==> config.mk <==
export PLATFORM = sky130hd
export DESIGN_NAME = voxel_chunk_stream_parser
export DESIGN_NICKNAME = d
export VERILOG_FILES = /design/src/hw/rtl/vcsp_pkg.sv /design/src/hw/rtl/vcsp_core.sv /design/src/hw/rtl/voxel_chunk_stream_parser.sv
export VERILOG_INCLUDE_DIRS = /design/src /design/src/hw/rtl
export SDC_FILE = /design/constraint.sdc
export NUM_CORES = 2
export LEC_CHECK = 0
export BUFFER_PORTS_ARGS = -buffer_cell sky130_fd_sc_hd__buf_4
export CORE_MARGIN = 1
export CORE_UTILIZATION = 49
export DETAILED_ROUTE_END_ITERATION = 7
export GPL_ROUTABILITY_DRIVEN = 0
export GPL_TIMING_DRIVEN = 0
export PLACE_DENSITY = 0.67
export SLEW_MARGIN = 20
export SYNTH_ARGS = -nofsm -noshare
export SYNTH_HDL_FRONTEND = slang
export SYNTH_SLANG_ARGS = --single-unit
==> constraint.sdc <==
create_clock -name clock -period 9.82 [get_ports clock]
set_input_delay 0.982 -clock clock [delete_from_list [all_inputs] [get_ports clock]]
set_output_delay 0.982 -clock clock [all_outputs]
set_load 0.005 [all_outputs]
==> src/hw/rtl/voxel_chunk_stream_parser_defines.svh <==
// Assertion macros for the voxel chunk stream parser
`ifndef VOXEL_CHUNK_STREAM_PARSER_DEFINES_SVH
`define VOXEL_CHUNK_STREAM_PARSER_DEFINES_SVH

`define VCSP_ASSERT_NOW(label, clk, rst, a, c) \
   label: assert property (@(posedge clk) disable iff (rst) (a) |-> (c)) \
      else $error("vcsp assertion failed");

`define VCSP_ASSERT_NEXT(label, clk, rst, a, c) \
   label: assert property (@(posedge clk) disable iff (rst) (a) |=> (c)) \
      else $error("vcsp assertion failed");

`endif

==> src/hw/rtl/vcsp_pkg.sv <==
// Shared types and constants for the voxel chunk stream parser
package vcsp_pkg;

   localparam logic [1:0] KIND_VOXEL   = 2'd0;
   localparam logic [1:0] KIND_PALETTE = 2'd1;
   localparam logic [1:0] KIND_DONE    = 2'd2;
   localparam logic [1:0] KIND_ERROR   = 2'd3;

   localparam logic [3:0] ERR_TRUNC     = 4'd0;
   localparam logic [3:0] ERR_MAGIC     = 4'd1;
   localparam logic [3:0] ERR_NO_MAIN   = 4'd2;
   localparam logic [3:0] ERR_SIZE      = 4'd3;
   localparam logic [3:0] ERR_PACK      = 4'd4;
   localparam logic [3:0] ERR_DUP_SIZE  = 4'd5;
   localparam logic [3:0] ERR_DIM       = 4'd6;
   localparam logic [3:0] ERR_DUP_XYZI  = 4'd7;
   localparam logic [3:0] ERR_COLOR0    = 4'd8;
   localparam logic [3:0] ERR_DUP_RGBA  = 4'd9;
   localparam logic [3:0] ERR_RGBA_LEN  = 4'd10;
   localparam logic [3:0] ERR_NO_SIZE   = 4'd11;
   localparam logic [3:0] ERR_NO_XYZI   = 4'd12;
   localparam logic [3:0] ERR_NO_RGBA   = 4'd13;
   localparam logic [3:0] ERR_BOUNDS    = 4'd14;

   localparam logic [31:0] TAG_VOX  = 32'h20584F56;
   localparam logic [31:0] TAG_MAIN = 32'h4E49414D;
   localparam logic [31:0] TAG_PACK = 32'h4B434150;
   localparam logic [31:0] TAG_SIZE = 32'h455A4953;
   localparam logic [31:0] TAG_XYZI = 32'h495A5958;
   localparam logic [31:0] TAG_RGBA = 32'h41424752;

   localparam logic [31:0] RGBA_BYTES = 32'd1024;
   localparam logic [7:0]  LAST_SLOT  = 8'd255;
   localparam logic [8:0]  RES_RESET  = 9'd32;

   typedef enum logic [18:0] {
      PH_MAGIC      = 19'h00001,
      PH_VERSION    = 19'h00002,
      PH_MAIN_ID    = 19'h00004,
      PH_MAIN_CSIZE = 19'h00008,
      PH_MAIN_KSIZE = 19'h00010,
      PH_MAIN_SKIP  = 19'h00020,
      PH_HDR_ID     = 19'h00040,
      PH_HDR_CSIZE  = 19'h00080,
      PH_HDR_KSIZE  = 19'h00100,
      PH_PACK       = 19'h00200,
      PH_SIZE_X     = 19'h00400,
      PH_SIZE_Y     = 19'h00800,
      PH_SIZE_Z     = 19'h01000,
      PH_XYZI_COUNT = 19'h02000,
      PH_VOXEL      = 19'h04000,
      PH_RGBA       = 19'h08000,
      PH_SKIP       = 19'h10000,
      PH_DONE       = 19'h20000,
      PH_FAIL       = 19'h40000
   } phase_type;

   typedef struct packed {
      logic [1:0]  kind;
      logic [7:0]  x;
      logic [7:0]  y;
      logic [7:0]  z;
      logic [7:0]  ci;
      logic [31:0] rgba;
      logic [3:0]  err;
      logic        last;
   } rec_type;

endpackage

==> src/hw/rtl/vcsp_core.sv <==
// Byte-wise chunk walker: parser state and up to two result records per byte
module vcsp_core import vcsp_pkg::*; (
   input  logic       clock,
   input  logic       reset,
   input  logic       step,
   input  logic [7:0] data_byte,
   input  logic       last_byte,
   input  logic [8:0] resolution,
   output logic [1:0] res_valid,
   output rec_type    res0,
   output rec_type    res1
);

   typedef struct packed {
      phase_type  ph;
      logic       bad;
      logic [3:0] code;
   } nxt_type;

   phase_type   phase_ff, phase_in;
   logic [1:0]  cnt_ff, cnt_in;
   logic [31:0] word_ff, word_in;
   logic [31:0] off_ff, off_in;
   logic [31:0] mce_ff, mce_in;
   logic [31:0] cce_ff, cce_in;
   logic [31:0] ce_ff, ce_in;
   logic [31:0] tag_ff, tag_in;
   logic [31:0] items_ff, items_in;
   logic [7:0]  slot_ff, slot_in;
   logic [2:0]  seen_ff, seen_in;
   logic        err_ff, err_in;
   logic [3:0]  code_ff, code_in;

   function automatic nxt_type next_child_f(logic [31:0] off, logic [31:0] mce,
                                            logic [2:0] seen);
      nxt_type r;
      r = '{ph: PH_HDR_ID, bad: 1'b0, code: ERR_TRUNC};
      if (off >= mce) begin
         if (!seen[0])      r = '{ph: PH_FAIL, bad: 1'b1, code: ERR_NO_SIZE};
         else if (!seen[1]) r = '{ph: PH_FAIL, bad: 1'b1, code: ERR_NO_XYZI};
         else if (!seen[2]) r = '{ph: PH_FAIL, bad: 1'b1, code: ERR_NO_RGBA};
         else               r = '{ph: PH_DONE, bad: 1'b0, code: ERR_TRUNC};
      end
      return r;
   endfunction

   function automatic nxt_type finish_f(logic [31:0] off, logic [31:0] ce,
                                        logic [31:0] mce, logic [2:0] seen);
      nxt_type r;
      r = '{ph: PH_SKIP, bad: 1'b0, code: ERR_TRUNC};
      if (off >= ce) r = next_child_f(off, mce, seen);
      return r;
   endfunction

   always_comb begin
      logic        collect;
      logic        full;
      logic        act;
      nxt_type     nx;
      logic [32:0] cend;
      logic [32:0] cend2;
      logic [33:0] need;
      logic [31:0] avail;
      logic [31:0] rgba;
      logic [3:0]  early;

      phase_in = phase_ff;
      cnt_in   = cnt_ff;
      word_in  = word_ff;
      mce_in   = mce_ff;
      cce_in   = cce_ff;
      ce_in    = ce_ff;
      tag_in   = tag_ff;
      items_in = items_ff;
      slot_in  = slot_ff;
      seen_in  = seen_ff;
      err_in   = err_ff;
      code_in  = code_ff;
      res_valid = 2'b00;
      res0 = '0;
      res1 = '0;
      act  = 1'b0;
      nx   = '{ph: phase_ff, bad: 1'b0, code: ERR_TRUNC};
      cend = '0;
      cend2 = '0;
      need = '0;
      avail = '0;
      rgba = '0;
      early = ERR_TRUNC;

      off_in = (off_ff != 32'hFFFF_FFFF) ? off_ff + 32'd1 : off_ff;

      collect = !(phase_ff == PH_DONE || phase_ff == PH_FAIL ||
                  phase_ff == PH_SKIP || phase_ff == PH_MAIN_SKIP);
      full = collect && (cnt_ff == 2'd3);
      if (collect) begin
         word_in = word_ff | ({24'd0, data_byte} << {cnt_ff, 3'b000});
         cnt_in  = cnt_ff + 2'd1;
      end

      case (phase_ff)
         PH_MAGIC: begin
            if (full) begin
               tag_in = word_in;
               nx = '{ph: PH_VERSION, bad: 1'b0, code: ERR_TRUNC}; act = 1'b1;
            end
         end
         PH_VERSION: begin
            if (full) begin
               act = 1'b1;
               if (tag_ff != TAG_VOX) nx = '{ph: PH_FAIL, bad: 1'b1, code: ERR_MAGIC};
               else nx = '{ph: PH_MAIN_ID, bad: 1'b0, code: ERR_TRUNC};
            end
         end
         PH_MAIN_ID: begin
            if (full) begin
               tag_in = word_in;
               nx = '{ph: PH_MAIN_CSIZE, bad: 1'b0, code: ERR_TRUNC}; act = 1'b1;
            end
         end
         PH_MAIN_CSIZE: begin
            if (full) begin
               cce_in = word_in;
               nx = '{ph: PH_MAIN_KSIZE, bad: 1'b0, code: ERR_TRUNC}; act = 1'b1;
            end
         end
         PH_MAIN_KSIZE: begin
            if (full) begin
               act = 1'b1;
               cend  = {1'b0, off_in} + {1'b0, cce_ff};
               cend2 = cend + {1'b0, word_in};
               if (tag_ff != TAG_MAIN) begin
                  nx = '{ph: PH_FAIL, bad: 1'b1, code: ERR_NO_MAIN};
               end else if (cce_ff[31] || word_in[31] || cend2[32]) begin
                  nx = '{ph: PH_FAIL, bad: 1'b1, code: ERR_SIZE};
               end else begin
                  cce_in = cend[31:0];
                  mce_in = cend2[31:0];
                  if (cce_ff == 32'd0) nx = next_child_f(off_in, mce_in, seen_ff);
                  else nx = '{ph: PH_MAIN_SKIP, bad: 1'b0, code: ERR_TRUNC};
               end
            end
         end
         PH_MAIN_SKIP: begin
            if (off_in >= cce_ff) begin
               act = 1'b1;
               nx = next_child_f(off_in, mce_ff, seen_ff);
            end
         end
         PH_HDR_ID: begin
            if (full) begin
               tag_in = word_in;
               nx = '{ph: PH_HDR_CSIZE, bad: 1'b0, code: ERR_TRUNC}; act = 1'b1;
            end
         end
         PH_HDR_CSIZE: begin
            if (full) begin
               cce_in = word_in;
               nx = '{ph: PH_HDR_KSIZE, bad: 1'b0, code: ERR_TRUNC}; act = 1'b1;
            end
         end
         PH_HDR_KSIZE: begin
            if (full) begin
               act = 1'b1;
               cend  = {1'b0, off_in} + {1'b0, cce_ff};
               cend2 = cend + {1'b0, word_in};
               if (cce_ff[31] || word_in[31] || cend2 > {1'b0, mce_ff}) begin
                  nx = '{ph: PH_FAIL, bad: 1'b1, code: ERR_SIZE};
               end else begin
                  cce_in = cend[31:0];
                  ce_in  = cend2[31:0];
                  if (tag_ff == TAG_PACK) begin
                     if (cce_ff < 32'd4) nx = '{ph: PH_FAIL, bad: 1'b1, code: ERR_SIZE};
                     else nx = '{ph: PH_PACK, bad: 1'b0, code: ERR_TRUNC};
                  end else if (tag_ff == TAG_SIZE) begin
                     if (seen_ff[0]) nx = '{ph: PH_FAIL, bad: 1'b1, code: ERR_DUP_SIZE};
                     else if (cce_ff < 32'd12)
                        nx = '{ph: PH_FAIL, bad: 1'b1, code: ERR_SIZE};
                     else begin
                        items_in = '0;
                        nx = '{ph: PH_SIZE_X, bad: 1'b0, code: ERR_TRUNC};
                     end
                  end else if (tag_ff == TAG_XYZI) begin
                     if (seen_ff[1]) nx = '{ph: PH_FAIL, bad: 1'b1, code: ERR_DUP_XYZI};
                     else if (cce_ff < 32'd4) nx = '{ph: PH_FAIL, bad: 1'b1, code: ERR_SIZE};
                     else nx = '{ph: PH_XYZI_COUNT, bad: 1'b0, code: ERR_TRUNC};
                  end else if (tag_ff == TAG_RGBA) begin
                     if (seen_ff[2]) nx = '{ph: PH_FAIL, bad: 1'b1, code: ERR_DUP_RGBA};
                     else if (cce_ff != RGBA_BYTES)
                        nx = '{ph: PH_FAIL, bad: 1'b1, code: ERR_RGBA_LEN};
                     else begin
                        seen_in[2] = 1'b1;
                        slot_in = '0;
                        nx = '{ph: PH_RGBA, bad: 1'b0, code: ERR_TRUNC};
                     end
                  end else begin
                     nx = finish_f(off_in, ce_in, mce_ff, seen_ff);
                  end
               end
            end
         end
         PH_PACK: begin
            if (full) begin
               act = 1'b1;
               if (word_in != 32'd1) nx = '{ph: PH_FAIL, bad: 1'b1, code: ERR_PACK};
               else nx = finish_f(off_in, ce_ff, mce_ff, seen_ff);
            end
         end
         PH_SIZE_X, PH_SIZE_Y, PH_SIZE_Z: begin
            if (full) begin
               act = 1'b1;
               if (word_in != {23'd0, resolution}) items_in = 32'd1;
               if (phase_ff == PH_SIZE_Z) begin
                  if (items_in != 32'd0) nx = '{ph: PH_FAIL, bad: 1'b1, code: ERR_DIM};
                  else begin
                     seen_in[0] = 1'b1;
                     nx = finish_f(off_in, ce_ff, mce_ff, seen_in);
                  end
               end else if (phase_ff == PH_SIZE_X) begin
                  nx = '{ph: PH_SIZE_Y, bad: 1'b0, code: ERR_TRUNC};
               end else begin
                  nx = '{ph: PH_SIZE_Z, bad: 1'b0, code: ERR_TRUNC};
               end
            end
         end
         PH_XYZI_COUNT: begin
            if (full) begin
               act = 1'b1;
               need  = {word_in, 2'b00} + 34'd4;
               avail = cce_ff - (off_in - 32'd4);
               if (word_in[31] || need > {2'b00, avail}) begin
                  nx = '{ph: PH_FAIL, bad: 1'b1, code: ERR_SIZE};
               end else begin
                  seen_in[1] = 1'b1;
                  items_in = word_in;
                  if (word_in == 32'd0) nx = finish_f(off_in, ce_ff, mce_ff, seen_in);
                  else nx = '{ph: PH_VOXEL, bad: 1'b0, code: ERR_TRUNC};
               end
            end
         end
         PH_VOXEL: begin
            if (full) begin
               act = 1'b1;
               if (word_in[31:24] == 8'd0) begin
                  nx = '{ph: PH_FAIL, bad: 1'b1, code: ERR_COLOR0};
               end else if ({1'b0, word_in[7:0]} >= resolution ||
                            {1'b0, word_in[15:8]} >= resolution ||
                            {1'b0, word_in[23:16]} >= resolution) begin
                  nx = '{ph: PH_FAIL, bad: 1'b1, code: ERR_BOUNDS};
               end else begin
                  res_valid[0] = 1'b1;
                  res0.kind = KIND_VOXEL;
                  res0.x  = word_in[7:0];
                  res0.y  = word_in[15:8];
                  res0.z  = word_in[23:16];
                  res0.ci = word_in[31:24];
                  items_in = items_ff - 32'd1;
                  if (items_in == 32'd0) nx = finish_f(off_in, ce_ff, mce_ff, seen_ff);
                  else nx = '{ph: PH_VOXEL, bad: 1'b0, code: ERR_TRUNC};
               end
            end
         end
         PH_RGBA: begin
            if (full) begin
               act = 1'b1;
               rgba = {word_in[7:0], word_in[15:8], word_in[23:16], word_in[31:24]};
               if (slot_ff != LAST_SLOT) begin
                  res_valid[0] = 1'b1;
                  res0.kind = KIND_PALETTE;
                  res0.ci   = slot_ff + 8'd1;
                  res0.rgba = rgba;
                  slot_in = slot_ff + 8'd1;
                  nx = '{ph: PH_RGBA, bad: 1'b0, code: ERR_TRUNC};
               end else begin
                  nx = finish_f(off_in, ce_ff, mce_ff, seen_ff);
               end
            end
         end
         PH_SKIP: begin
            if (off_in >= ce_ff) begin
               act = 1'b1;
               nx = next_child_f(off_in, mce_ff, seen_ff);
            end
         end
         default: begin
         end
      endcase

      if (act) begin
         phase_in = nx.ph;
         cnt_in   = '0;
         word_in  = '0;
         if (nx.bad && !err_ff) begin
            err_in  = 1'b1;
            code_in = nx.code;
         end
      end

      if (last_byte) begin
         case (phase_in)
            PH_MAGIC, PH_VERSION: early = ERR_TRUNC;
            PH_MAIN_ID, PH_MAIN_CSIZE, PH_MAIN_KSIZE: early = ERR_NO_MAIN;
            PH_MAIN_SKIP: early = ERR_SIZE;
            default: early = (off_in < mce_in) ? ERR_SIZE : ERR_TRUNC;
         endcase
         res_valid[1] = 1'b1;
         res1.last = 1'b1;
         if (err_in) begin
            res1.kind = KIND_ERROR;
            res1.err  = code_in;
         end else if (phase_in == PH_DONE) begin
            res1.kind = KIND_DONE;
         end else begin
            res1.kind = KIND_ERROR;
            res1.err  = early;
         end
      end else begin
         res0.last = 1'b1;
      end
   end

   always_ff @(posedge clock) begin
      if (reset || (step && last_byte)) begin
         phase_ff <= PH_MAGIC;
         cnt_ff   <= '0;
         word_ff  <= '0;
         off_ff   <= '0;
         mce_ff   <= '0;
         cce_ff   <= '0;
         ce_ff    <= '0;
         tag_ff   <= '0;
         items_ff <= '0;
         slot_ff  <= '0;
         seen_ff  <= '0;
         err_ff   <= 1'b0;
         code_ff  <= '0;
      end else if (step) begin
         phase_ff <= phase_in;
         cnt_ff   <= cnt_in;
         word_ff  <= word_in;
         off_ff   <= off_in;
         mce_ff   <= mce_in;
         cce_ff   <= cce_in;
         ce_ff    <= ce_in;
         tag_ff   <= tag_in;
         items_ff <= items_in;
         slot_ff  <= slot_in;
         seen_ff  <= seen_in;
         err_ff   <= err_in;
         code_ff  <= code_in;
      end
   end

endmodule

==> src/hw/rtl/voxel_chunk_stream_parser.sv <==
// Top level: csr register, parser core and result queue
//
// Input channel req_: one file byte per beat (req_data_byte) with
// req_last_byte on the final byte of the file. Result channel rsp_: voxel
// records, palette entries and a final verdict (accepted or error code),
// rsp_last_of_run marks the last result caused by one input byte.
// Configuration channel csr_: write csr_resolution while no file is in flight;
// it is always ready.
// Each byte is parsed in the cycle it is accepted; its results (at most two)
// are registered into a four-entry result queue and appear on rsp_ in order.
// Throughput: one byte per cycle while the receiver takes one result per cycle.
// req_ready drops when fewer than two queue entries are free, so a stalled
// receiver backs the stream up after at most four pending results.
// After the last byte the parser clears itself for the next file.
// Reset (synchronous, active high) empties the queue, restarts parsing at
// the magic and sets resolution to 32.
module voxel_chunk_stream_parser import vcsp_pkg::*; (
   input  logic        clock,
   input  logic        reset,
   input  logic        req_valid,
   output logic        req_ready,
   input  logic [7:0]  req_data_byte,
   input  logic        req_last_byte,
   output logic        rsp_valid,
   input  logic        rsp_ready,
   output logic [1:0]  rsp_kind,
   output logic [7:0]  rsp_voxel_x,
   output logic [7:0]  rsp_voxel_y,
   output logic [7:0]  rsp_voxel_z,
   output logic [7:0]  rsp_color_index,
   output logic [31:0] rsp_rgba_word,
   output logic [3:0]  rsp_error_code,
   output logic        rsp_last_of_run,
   input  logic        csr_valid,
   output logic        csr_ready,
   input  logic [8:0]  csr_resolution
);
`include "voxel_chunk_stream_parser_defines.svh"

   logic [8:0] res_ff;
   logic       step;
   logic [1:0] res_valid;
   rec_type    res0, res1;
   rec_type    q_ff [4];
   logic [1:0] wr_ff, wr_in, rd_ff, rd_in;
   logic [2:0] cnt_ff, cnt_in;
   logic       pop;
   rec_type    head;

   assign csr_ready = 1'b1;
   assign req_ready = (cnt_ff <= 3'd2);
   assign step = req_valid && req_ready;

   always_ff @(posedge clock) begin
      if (reset) begin
         res_ff <= RES_RESET;
      end else if (csr_valid) begin
         res_ff <= csr_resolution;
      end
   end

   vcsp_core u_core (
      .clock      (clock),
      .reset      (reset),
      .step       (step),
      .data_byte  (req_data_byte),
      .last_byte  (req_last_byte),
      .resolution (res_ff),
      .res_valid  (res_valid),
      .res0       (res0),
      .res1       (res1)
   );

   assign pop = rsp_valid && rsp_ready;

   always_comb begin
      wr_in  = wr_ff;
      cnt_in = cnt_ff;
      if (step) begin
         wr_in  = wr_ff + {1'b0, res_valid[0]} + {1'b0, res_valid[1]};
         cnt_in = cnt_ff + {2'b00, res_valid[0]} + {2'b00, res_valid[1]};
      end
      if (pop) cnt_in = cnt_in - 3'd1;
      rd_in = pop ? rd_ff + 2'd1 : rd_ff;
   end

   always_ff @(posedge clock) begin
      if (reset) begin
         wr_ff  <= '0;
         rd_ff  <= '0;
         cnt_ff <= '0;
      end else begin
         wr_ff  <= wr_in;
         rd_ff  <= rd_in;
         cnt_ff <= cnt_in;
      end
   end

   always_ff @(posedge clock) begin
      if (step) begin
         if (res_valid[0]) begin
            q_ff[wr_ff] <= res0;
            if (res_valid[1]) q_ff[wr_ff + 2'd1] <= res1;
         end else if (res_valid[1]) begin
            q_ff[wr_ff] <= res1;
         end
      end
   end

   assign head            = q_ff[rd_ff];
   assign rsp_valid       = (cnt_ff != 3'd0);
   assign rsp_kind        = head.kind;
   assign rsp_voxel_x     = head.x;
   assign rsp_voxel_y     = head.y;
   assign rsp_voxel_z     = head.z;
   assign rsp_color_index = head.ci;
   assign rsp_rgba_word   = head.rgba;
   assign rsp_error_code  = head.err;
   assign rsp_last_of_run = head.last;

   `VCSP_ASSERT_NOW(a_queue_bound, clock, reset, 1'b1, cnt_ff <= 3'd4)
   `VCSP_ASSERT_NEXT(a_last_gives_result, clock, reset, step && req_last_byte, rsp_valid)
   `VCSP_ASSERT_NOW(a_ready_room, clock, reset, req_ready, cnt_ff <= 3'd2)

endmodule
==> impl_metrics.csv <==
group,metric,value,unit
yosys,ys_async_sr_fraction,0,%
timing,slew_headroom,10.4,%
floorplanning,dieHeight,286,um
detailed_routing,top_layer_used,"met5",
detailed_routing,drt-initial-drc-count,4992,
timing,hold_slack,447,ps
power_and_ir_drop,ir_drop,0.142,mV
worst_setup_path,end_kind,"flop",
timing,rsz0062_at_grt,"yes",
grt,grt_pass1_wl,228000,um
detailed_routing,wl_per_cell,24.0,um
detailed_routing,ant_nets,0,
yosys,syn-num-nets,5436,
detailed_routing,vias,41168,
detailed_routing,drt-met1-wl,61000,um
placement,io_buffers,91,
clock_tree,path_clk_slew,60,ps
yosys,synth_flop_cell,"dfxtp_1",
grt,grt.total_usage,36.2,%
final_layout,drive_above_1_share,15.9,%
worst_setup_path,crit_family,"simple AND/OR/NAND/NOR gates",
placement,dp_hpwl,112000,um
yosys,netlist_instances,5035,
detailed_routing,firstDrtPassIters,7,
power_and_ir_drop,p_leak,18.7,nW
worst_setup_path,cp.required,10170,ps
timing,final-max-slew-violation-count,0,
clock_tree,clockBufferDepth,3,
yosys,syn_area_per_cell,7.84,um^2
run_status,violations,"negative setup slack",
floorplanning,start_util,49.8,%
floorplanning,fp-row-count,103,
power_and_ir_drop,pwr-share-comb,32.2,%
final_layout,fillerInstances,6965,
worst_setup_path,cp_max_fo,6,
power_and_ir_drop,swShare,37.3,%
clock_tree,cts_tree,"yes",
final_layout,area_growth,20.3,%
worst_setup_path,slowest_stage,"or4_4",
timing,report.final.setup_viol,36,
timing,fin_ws,-376,ps
clock_tree,root_buffer,"clkbuf_16",
power_and_ir_drop,intPower,0.00473,W
detailed_routing,met3WireLength,18300,um
timing,max_freq,98.1,MHz
floorplanning,coreArea,79400,um^2
worst_setup_path,cpMostUsedCell,"nand4_1",
clock_tree,clk_latency,660,ps
yosys,synth-edff-count,28,
timing,fin_crit,10200,ps
grt,grt_max_degree,14,
final_layout,nets,5783,
floorplanning,die_width,286,um
yosys,yosys_warnings,0,
yosys,synth_area,39500,um^2
worst_setup_path,crit_buf_inv,5,
detailed_routing,avgViaCountPerCell,6.35,
power_and_ir_drop,power_density,159,nW/um^2
clock_tree,clock_sinks,563,
detailed_routing,drc,0,
yosys,synth-seq-cells,563,
power_and_ir_drop,seq_power_share,32.1,%
worst_setup_path,max_stage_delay,590,ps
detailed_routing,wl_met2,66400,um
yosys,ys_types,106,
floorplanning,ios,97,
detailed_routing,routed_wl,156000,um
floorplanning,dieArea,81800,um^2
timing,finalHoldViolCount,0,
yosys,ys_seq_area_share,29.2,%
clock_tree,htree_num_levels,3,
grt,grt_pass1_vias,38052,
timing,tns,-4770,ps
timing,fin_worst_skew,41.6,ps
grt,antenna_found_initial,2,
worst_setup_path,arrival,10550,ps
clock_tree,cts_inserted_buffers,68,
hold_path,hold_path.class,"flop to flop",
run,maxCapViolCount,0,
timing,fin_crit_sh,104,%
timing,worstMarginPinSlew,1330,ps
run_status,status,"finished with violations",
grt,grt_overflow_total,0,
worst_setup_path,crit_type,"flop to flop",
worst_setup_path,start_kind,"flop",
power_and_ir_drop,clkPwrFrac,35.6,%
power_and_ir_drop,net-switching-power,0.00281,W
registers in the layout, summed over array words and instances (netlist names), named ones only:
name and cells:
rd_ff 2, cnt_ff 3, res_ff 9, wr_ff 2, q_ff 284, u_core.err_ff 1
u_core.tag_ff 32, u_core.code_ff 4, u_core.seen_ff 3, u_core.phase_ff 19, u_core.cnt_ff 2, u_core.items_ff 32
u_core.off_ff 32, u_core.slot_ff 8, u_core.mce_ff 32, u_core.cce_ff 32, u_core.ce_ff 32, u_core.word_ff 32
final timing paths:
path                    start          end  slack [ps]  depth (start not counted)
min reg2reg       q_ff[1][60]  q_ff[1][60]         450                          2
max          u_core.off_ff[9]   q_ff[0][2]        -380                         44
max reg2reg  u_core.off_ff[9]   q_ff[0][2]        -380                         44
min               q_ff[1][60]  q_ff[1][60]         450                          2
worst register-to-register path, delay by kind of cell (launching register included):
family | cells | cell delay (ps)
muxes | 1 | 170
AOI/OAI and AO/OA | 12 | 2750
buffers and inverters | 5 | 750
and+or+nand+nor | 20 | 4630
DFF | 1 | 340
xor gates and xnor gates | 3 | 490
adders and majority gates | 3 | 770
cells by family (layout without fill, tap and decap cells):
group,after synthesis,in the layout,synth area share (%)
AND/OR/NAND/NOR,1976,1976,23.1
AO/OA/AOI/OAI,1228,1228,19.7
flip-flops,563,563,29.2
buffers and inverters,545,944,5.36
adder cells (fa/ha/maj),378,378,12.1
XOR/XNOR,200,200,4.50
multiplexers,144,144,5.91
other,1,5,0.00949
power by group through the flow:
stage          Combinational [W]  Clock (W)  Sequential (W)
2_1_floorplan            0.00131          0         0.00246
3_3_place_gp             0.00206          0         0.00247
3_5_place_dp             0.00210          0         0.00247
4_1_cts                  0.00221    0.00270         0.00242
5_1_grt                  0.00255    0.00279         0.00243
6_report                 0.00243    0.00269         0.00242
layout make-up:
| class | instances | area (um^2) | area share (%) |
|---|---|---|---|
| clock inverters | 28 | 425 | 0.895 |
| diodes | 4 | 10.0 | 0.0211 |
| plain buffers | 268 | 1150 | 2.43 |
| inverters | 265 | 1010 | 2.13 |
| repair buffers | 289 | 2260 | 4.76 |
| flip-flops and latches | 563 | 11600 | 24.4 |
| well taps | 1050 | 1310 | 2.76 |
| clock buffers | 94 | 1950 | 4.10 |
| multi-input cells | 3927 | 27800 | 58.5 |
synthesized netlist by cell type, types with 12 or more instances:
cell      number  share of area, %
a211oi_1      97               1.8
a21o_1        99               1.9
a21oi_1      561               7.1
a22oi_1       12              0.23
a31oi_1       24              0.38
a41oi_1       16              0.35
a41oi_2       13              0.54
and2_1        30              0.48
and3_1        43              0.68
and4_1        13              0.29
buf_1         19              0.18
clkbuf_1     241               2.3
dfxtp_1      535                27
edfxtp_1      28               2.1
ha_1         372                12
inv_1        258               2.5
mux2i_1       69               1.7
mux4_2        71               4.0
nand2_1      799               7.6
nand2b_1      45              0.71
nand3_1       78              0.99
nand3b_1      16              0.30
nand4_1       80               1.3
nor2_1       509               4.8
nor2b_1       25              0.40
nor3_1       123               1.6
nor3b_1       16              0.30
nor4_1        62              0.98
o211ai_1      44              0.84
o21a_1        17              0.32
o21ai_0      138               1.7
o21bai_1      28              0.53
o22ai_1       34              0.54
o31ai_1       18              0.34
or2_2         21              0.33
or3_1         37              0.59
or4_1         33              0.63
xnor2_1      127               2.8
xor2_1        71               1.6
repair_timing:
item,CTS,global route
setup endpoints to repair,138,135
cloned,0,0
hold buffers,0,0
buffers inserted,116,76
gates resized for setup,254,163
pin swaps,109,70
cell usage in the layout, fill, tap and decap left out, types with 25 or more instances in the layout:
| cell type | netlist | layout |
|---|---|---|
| nand2_1 | 799 | 792 |
| a21oi_2 | 4 | 25 |
| o21ai_0 | 138 | 119 |
| or4_1 | 33 | 28 |
| clkbuf_1 | 241 | 225 |
| o211ai_1 | 44 | 44 |
| xnor2_1 | 127 | 106 |
| or3_1 | 37 | 33 |
| and2_1 | 30 | 27 |
| edfxtp_1 | 28 | 28 |
| a21oi_1 | 561 | 534 |
| buf_4 | 3 | 276 |
| ha_1 | 372 | 340 |
| xor2_1 | 71 | 62 |
| and3_1 | 43 | 39 |
| clkbuf_16 | 0 | 69 |
| o21bai_1 | 28 | 25 |
| a21o_1 | 99 | 99 |
| inv_1 | 258 | 238 |
| nand4_1 | 80 | 80 |
| mux4_2 | 71 | 71 |
| nand3_1 | 78 | 71 |
| nor4_1 | 62 | 54 |
| a211oi_1 | 97 | 91 |
| nand2b_1 | 45 | 43 |
| nor3_1 | 123 | 113 |
| nor2_1 | 509 | 491 |
| o22ai_1 | 34 | 33 |
| mux2i_1 | 69 | 67 |
| dfxtp_1 | 535 | 518 |
per-stage QoR:
stage	total power (W)	cell area [um^2]	utilization [%]	instances	worst slack (ps)
floorplan	0.00377	39600	-	5035	19.5
global placement	0.00453	41600	52.4	6176	-2430
detailed placement	0.00457	41800	52.7	6184	-2480
CTS	0.00733	46200	58.1	6411	0.621
global route	0.00778	47500	59.8	6484	-623
finish	0.00754	47500	59.9	6488	-376
layer usage:
metal	vias up	global-route usage, %
met4	2	18.3
met3	611	8.45
met5	-	0
met1	19472	47.4
met2	2476	55.8
li1	18607	-
Power figures use the tool's default switching activity.
